$ cat src/rtl/bffa_pkg.sv
// ----------------------------------------------------------------------------
// bffa_pkg
// shared constants, codes and controller/datapath bundles for the bitmap
// first-fit allocator
// ----------------------------------------------------------------------------
package bffa_pkg;

  localparam int unsigned DATA_MAP_BITS_DEF  = 8192;
  localparam int unsigned INODE_MAP_BITS_DEF = 1024;

  localparam int unsigned WORD_BITS = 64;
  localparam int unsigned NUM_W     = 32;
  localparam int unsigned DCNT_W    = 14;
  localparam int unsigned ICNT_W    = 11;
  localparam int unsigned CFG_IDX_W = 2;
  localparam int unsigned CFG_DAT_W = 32;
  localparam int unsigned STAT_W    = 2;

  // result status codes
  localparam logic [STAT_W-1:0] ST_OK     = 2'd0;
  localparam logic [STAT_W-1:0] ST_FULL   = 2'd1;
  localparam logic [STAT_W-1:0] ST_RANGE  = 2'd2;
  localparam logic [STAT_W-1:0] ST_DOUBLE = 2'd3;

  // configuration register indexes
  localparam logic [CFG_IDX_W-1:0] REG_DATA_BASE   = 2'd0;
  localparam logic [CFG_IDX_W-1:0] REG_DATA_COUNT  = 2'd1;
  localparam logic [CFG_IDX_W-1:0] REG_INODE_COUNT = 2'd2;

  localparam logic [NUM_W-1:0]  DATA_BASE_RST   = 32'd0;
  localparam logic [DCNT_W-1:0] DATA_COUNT_RST  = 14'd8192;
  localparam logic [ICNT_W-1:0] INODE_COUNT_RST = 11'd1024;

  typedef struct packed {
    logic              clr;        // clearing pass write
    logic              start;      // word accepted, latch request
    logic              scan;       // advance the allocate scan pipeline
    logic              frd;        // read the word holding the bit to free
    logic              fin;        // finish request with fin_status
    logic [STAT_W-1:0] fin_status;
    logic              wr;         // commit updated map word
    logic              res_ld;     // move pending result to output register
  } cmd_t;

  typedef struct packed {
    logic clr_done;
    logic in_free;
    logic lim_zero;
    logic range_bad;
    logic scan_hit;
    logic scan_miss;
    logic bit_used;
    logic out_free;
  } sts_t;

  // index of the lowest set bit of a map word
  function automatic logic [5:0] low_index(input logic [WORD_BITS-1:0] v);
    logic [WORD_BITS-1:0] oh;
    logic [5:0]           r;
    oh = v & (~v + 64'd1);
    r  = '0;
    for (int i = 0; i < WORD_BITS; i++) begin
      if (oh[i]) begin
        r = r | 6'(i);
      end
    end
    return r;
  endfunction

endpackage

$ cat src/rtl/bffa_ctrl.sv
// ----------------------------------------------------------------------------
// bffa_ctrl
// request sequencer: clearing pass, allocate scan, free check and result
// hand-off to the output register
// ----------------------------------------------------------------------------
module bffa_ctrl (
  input  logic          clk_i,
  input  logic          rst_ni,
  input  logic          s_valid_i,
  output logic          s_ready_o,
  input  bffa_pkg::sts_t sts_i,
  output bffa_pkg::cmd_t cmd_o
);
  import bffa_pkg::*;

  localparam logic [2:0] S_CLEAR = 3'd0;
  localparam logic [2:0] S_IDLE  = 3'd1;
  localparam logic [2:0] S_SCAN  = 3'd2;
  localparam logic [2:0] S_FRD   = 3'd3;
  localparam logic [2:0] S_FCHK  = 3'd4;
  localparam logic [2:0] S_DONE  = 3'd5;

  logic [2:0] state_q, state_d;

  assign s_ready_o = (state_q == S_IDLE);

  always_comb begin
    state_d = state_q;
    cmd_o   = '0;
    case (state_q)
      S_CLEAR: begin
        cmd_o.clr = 1'b1;
        if (sts_i.clr_done) begin
          state_d = S_IDLE;
        end
      end
      S_IDLE: begin
        if (s_valid_i) begin
          cmd_o.start = 1'b1;
          state_d     = sts_i.in_free ? S_FRD : S_SCAN;
        end
      end
      S_SCAN: begin
        if (sts_i.lim_zero) begin
          cmd_o.fin        = 1'b1;
          cmd_o.fin_status = ST_FULL;
          state_d          = S_DONE;
        end else begin
          cmd_o.scan = 1'b1;
          if (sts_i.scan_hit) begin
            cmd_o.fin        = 1'b1;
            cmd_o.fin_status = ST_OK;
            cmd_o.wr         = 1'b1;
            state_d          = S_DONE;
          end else if (sts_i.scan_miss) begin
            cmd_o.fin        = 1'b1;
            cmd_o.fin_status = ST_FULL;
            state_d          = S_DONE;
          end
        end
      end
      S_FRD: begin
        if (sts_i.range_bad) begin
          cmd_o.fin        = 1'b1;
          cmd_o.fin_status = ST_RANGE;
          state_d          = S_DONE;
        end else begin
          cmd_o.frd = 1'b1;
          state_d   = S_FCHK;
        end
      end
      S_FCHK: begin
        cmd_o.fin = 1'b1;
        if (sts_i.bit_used) begin
          cmd_o.fin_status = ST_OK;
          cmd_o.wr         = 1'b1;
        end else begin
          cmd_o.fin_status = ST_DOUBLE;
        end
        state_d = S_DONE;
      end
      S_DONE: begin
        if (sts_i.out_free) begin
          cmd_o.res_ld = 1'b1;
          state_d      = S_IDLE;
        end
      end
      default: begin
        state_d = S_IDLE;
      end
    endcase
  end

  always_ff @(posedge clk_i or negedge rst_ni) begin
    if (!rst_ni) begin
      state_q <= S_CLEAR;
    end else begin
      state_q <= state_d;
    end
  end

`ifndef ASSERT_OFF
  // a hit in the scan always commits the word with the bit set
  a_hit_writes: assert property (@(posedge clk_i) disable iff (!rst_ni)
    (state_q == S_SCAN && !sts_i.lim_zero && sts_i.scan_hit) |-> cmd_o.wr)
    else $error("scan hit without map write");
  // nothing is taken while the clearing pass runs
  a_no_accept_clear: assert property (@(posedge clk_i) disable iff (!rst_ni)
    cmd_o.clr |-> !cmd_o.start)
    else $error("word accepted during clearing pass");
`endif

endmodule

$ cat config.mk
export PLATFORM = sky130hd
export DESIGN_NAME = bffa_ctrl
export DESIGN_NICKNAME = d
export VERILOG_FILES = /design/src/rtl/bffa_pkg.sv /design/src/rtl/bffa_ctrl.sv
export SDC_FILE = /design/constraint.sdc
export NUM_CORES = 1
export LEC_CHECK = 0
export ABC_AREA = 1
export BUFFER_PORTS_ARGS = -buffer_cell sky130_fd_sc_hd__buf_2
export CAP_MARGIN = 5
export CORE_AREA = 2 2 39 41
export CTS_CLUSTER_SIZE = 14
export DETAILED_ROUTE_END_ITERATION = 12
export DIE_AREA = 0 0 41 43
export PLACE_DENSITY_LB_ADDON = 0.25
export RECOVER_POWER = 100
export SYNTH_ARGS = -nofsm -noshare
export SYNTH_HDL_FRONTEND = slang
export SYNTH_SLANG_ARGS = --single-unit
$ cat constraint.sdc
create_clock -name clk_i -period 1 [get_ports clk_i]
set_input_delay 0.1 -clock clk_i [delete_from_list [all_inputs] [get_ports clk_i]]
set_output_delay 0.1 -clock clk_i [all_outputs]
set_load 0.01 [all_outputs]
==> results.md <==
* Non-filler instance count after layout at 106
* Port-buffer cells at 20
* Logic gate share of total power at 71.9%
* Worst-path clk slew at 40 ps
* Worst Setup End Kind: output pin
* Synthesis Warnings at 0
* Post-Synth Simple-Gate Area at 46.6%
* Slowest-stage cell, CP: dfrtp_2
* Final Hold Slack at 159 ps
* Switching Share at 45.6%
* Multi-input gate area at 258 um^2
* Synth Area per Inst at 5.96 um^2
* Die Ht at 43 um
* Fin crit share at 133%
* Die Area at 1760 um^2
* Slew HR at 87.8%
* TritonCTS clock tree: yes
* Hold Vio Cnt, Final at 0
* Yosys cell types at 18
* Setup_tns at -3320 ps
* Psw at 0.777 mW
* Critical path's largest stage delay at 460 ps
* Worst-path maximum fanout at 5
* Pre-CTS WS at -110 ps
* Fmax at 0.752 GHz
* # DRC at 0
* DR vias/cell at 4.55
* Cell taking the most area after synthesis: dfrtp_1
* Ratio of cells with drive above 1 in the final layout at 60.0%
* Die width at 41 um
* Crit path kind: reg -> out
* Leak Pwr at 0.370 nW
* Post-synthesis compound-gate area fraction at 14.5%
* Top flop regs: state_q x3
* Clock Power Share at 12.8%
* Synth top cells by count: nor2_1 (11), inv_1 (10), nand2_1 (8)
* Via Count at 482
* H-tree depth at 1
* Final setup fails at 12
* Cell Pwr Density at 2640 nW/um^2
* Routability cong. at 0.727
* Slew Limit Fails at 0
* DR WL/cell at 9.60 um
* Mux cell area share after synthesis at 0%
* TritonCTS Buffers at 3
* Area growth, synth to finish at 97.3%
* VDD IR-drop max at 1.03 mV
* Biggest register: state_q
* Outcome: complete, but fails checks
* Final WL at 1020 um
* Post-synth EDFFs at 0
* Dpl hpwl at 734 um
* Yosys top cell area share at 22.9%
* Syn nets at 66
* DP Area at 488 um^2
* Synthesized cell area at 328 um^2
* Grt total ovfl at 0
* Boundary Pins at 21
* CP Cell Sequence: nor2_4, nand2_2, o211ai_1, buf_2
* Core ar. at 1380 um^2
* Clk root buf: clkbuf_4
* Number of diodes at 0
* First-pass GRT wire length at 1500 um
* Initial antenna violation count at 0
* Clock Skews at 6.91 ps
* Startpoint Class: flip-flop
* P_int at 0.928 mW
* CTS Buffer Depth at 2
* Adder-cell share of the synthesized area at 0%
* Max-cap violations at 0
* Failing checks: setup timing
* Sequential cell area at 77.6 um^2
* DR pass1 iterations at 4
* Vias in the first global route at 380
* Initial DRC count at 6
* Flop pwr share at 15.3%
* Aggregate global-route resource usage at 13.3%
* Hold Crit Class: in -> reg
* Clk Latency, worst-skew pair at 240 ps
* Ys async rst share at 100%
* Largest net degree at the start of global routing at 6
* Clock sinks at 3
* Arrival @ worst endpoint at 1230 ps
* Final net count at 102
* RSZ-0062 raised after global routing: true
* Top-count cell post-synth: nor2_1
* Sequential element share of the synthesized area at 22.9%
* Filler instances at 137
* Seq cells post-synth at 3
* Delay-heaviest family, CP: flip-flops
* Rows at 14
* Placed insts at 95
* Post-Synth XOR/XNOR Area at 0%
* Design area at 647 um^2
* Worst-margin pin slew at 182 ps
* Max reg flops at 3
* Starting Density at 23.7%
* Ys flop type: dfrtp_1
* Worst Path Required at 900 ps
* Routed Antenna Nets at 0
* Synth top area cells: dfrtp_1 (23%), nor2_1 (13%), inv_1 (11%), nand3_2 (9.2%), nand2_1 (9.2%)
* Minimum clock period at 1330 ps
* Worst Slack Setup Final at -329 ps
* Synthesized instance count at 55
* Worst path bufs/invs at 1
* Largest family of logic cells by synthesized area: simple AND/OR/NAND/NOR gates
[power by group through the flow]
stage	Combinational (mW)	Clock [mW]	Sequential, mW
after floorplan	0.494	0	0.244
after global placement	0.820	0	0.234
after detailed placement	0.824	0	0.237
after CTS	1.07	0.216	0.257
after global routing	1.35	0.219	0.273
final	1.23	0.218	0.262
[layer usage]
metal	track usage [%]	share of wire (%)	vias up
li1	-	-	242
met1	14.5	35	213
met2	20.6	54	22
met3	3.14	7.1	5
met4	10.0	3.0	0
met5	0	0	-
[worst min-delay path: cells and delay by family]
family        cells  cell delay, ps
buf+inv           2             150
simple gates      2              90
[per-stage QoR]
step / utilization, % / total power, mW
after floorplan: - / 0.738
after global placement: 35.3 / 1.05
after detailed placement: 35.3 / 1.06
after CTS: 44.5 / 1.55
after global routing: 46.7 / 1.84
final: 46.7 / 1.70
[worst paths after layout]
check | startpoint | endpoint | slack, ps | cells after the start
worst max-delay path | state_q[1] | cmd_o[4] | -330 | 4
worst min-delay path | sts_i[0] | state_q[2] | 160 | 4
worst max register to register | state_q[1] | state_q[2] | -270 | 8
worst min register to register | state_q[0] | state_q[0] | 760 | 4
max in group asynchronous | rst_ni | state_q[0] | 640 | 2
min in group asynchronous | rst_ni | state_q[1] | 190 | 2
[cell families (layout without fill, tap and decap cells)]
logic type,after synthesis,in the layout
buffers and inverters,14,49
DFF,3,3
and+or+nand+nor,30,30
AOI/OAI and AO/OA,8,8
[final cells by class]
type / count / share of cell area [%]
multi-input combinational: 38 / 39.8
inverter: 14 / 8.90
clock buffer: 4 / 4.06
timing repair buffer: 31 / 32.1
sequential: 3 / 12.0
tap: 16 / 3.09
[placed cells by master (no fill, tap or decap)]
| master | synthesis | final |
|---|---|---|
| clkbuf_4 | 0 | 3 |
| buf_6 | 0 | 5 |
| inv_2 | 4 | 5 |
| nand2_4 | 0 | 1 |
| nor3_1 | 1 | 1 |
| a21oi_1 | 1 | 1 |
| dfrtp_1 | 3 | 1 |
| dfrtp_2 | 0 | 2 |
| buf_4 | 0 | 7 |
| buf_2 | 0 | 17 |
| nand4_1 | 1 | 1 |
| nand2_2 | 1 | 3 |
| nand3_1 | 2 | 2 |
| a21oi_2 | 1 | 1 |
| nor2_1 | 11 | 10 |
| o21ai_1 | 2 | 3 |
| nand2_1 | 8 | 5 |
| nor2_2 | 2 | 1 |
| o22ai_2 | 0 | 1 |
| o211ai_1 | 1 | 1 |
| dlygate4sd3_1 | 0 | 1 |
| nand3_4 | 0 | 3 |
| o21ai_2 | 0 | 1 |
| inv_1 | 10 | 8 |
| nor2_4 | 1 | 3 |
| clkbuf_1 | 0 | 2 |
| inv_6 | 0 | 1 |
[repair_timing]
action | in CTS | in global routing
hold buffers | 1 | 0
buffers inserted | 6 | 0
endpoints found under the setup margin | 12 | 13
hold endpoints to repair | 3 | 0
pin swaps | 1 | 4
resized for setup | 11 | 11
Power figures use the tool's default switching activity.
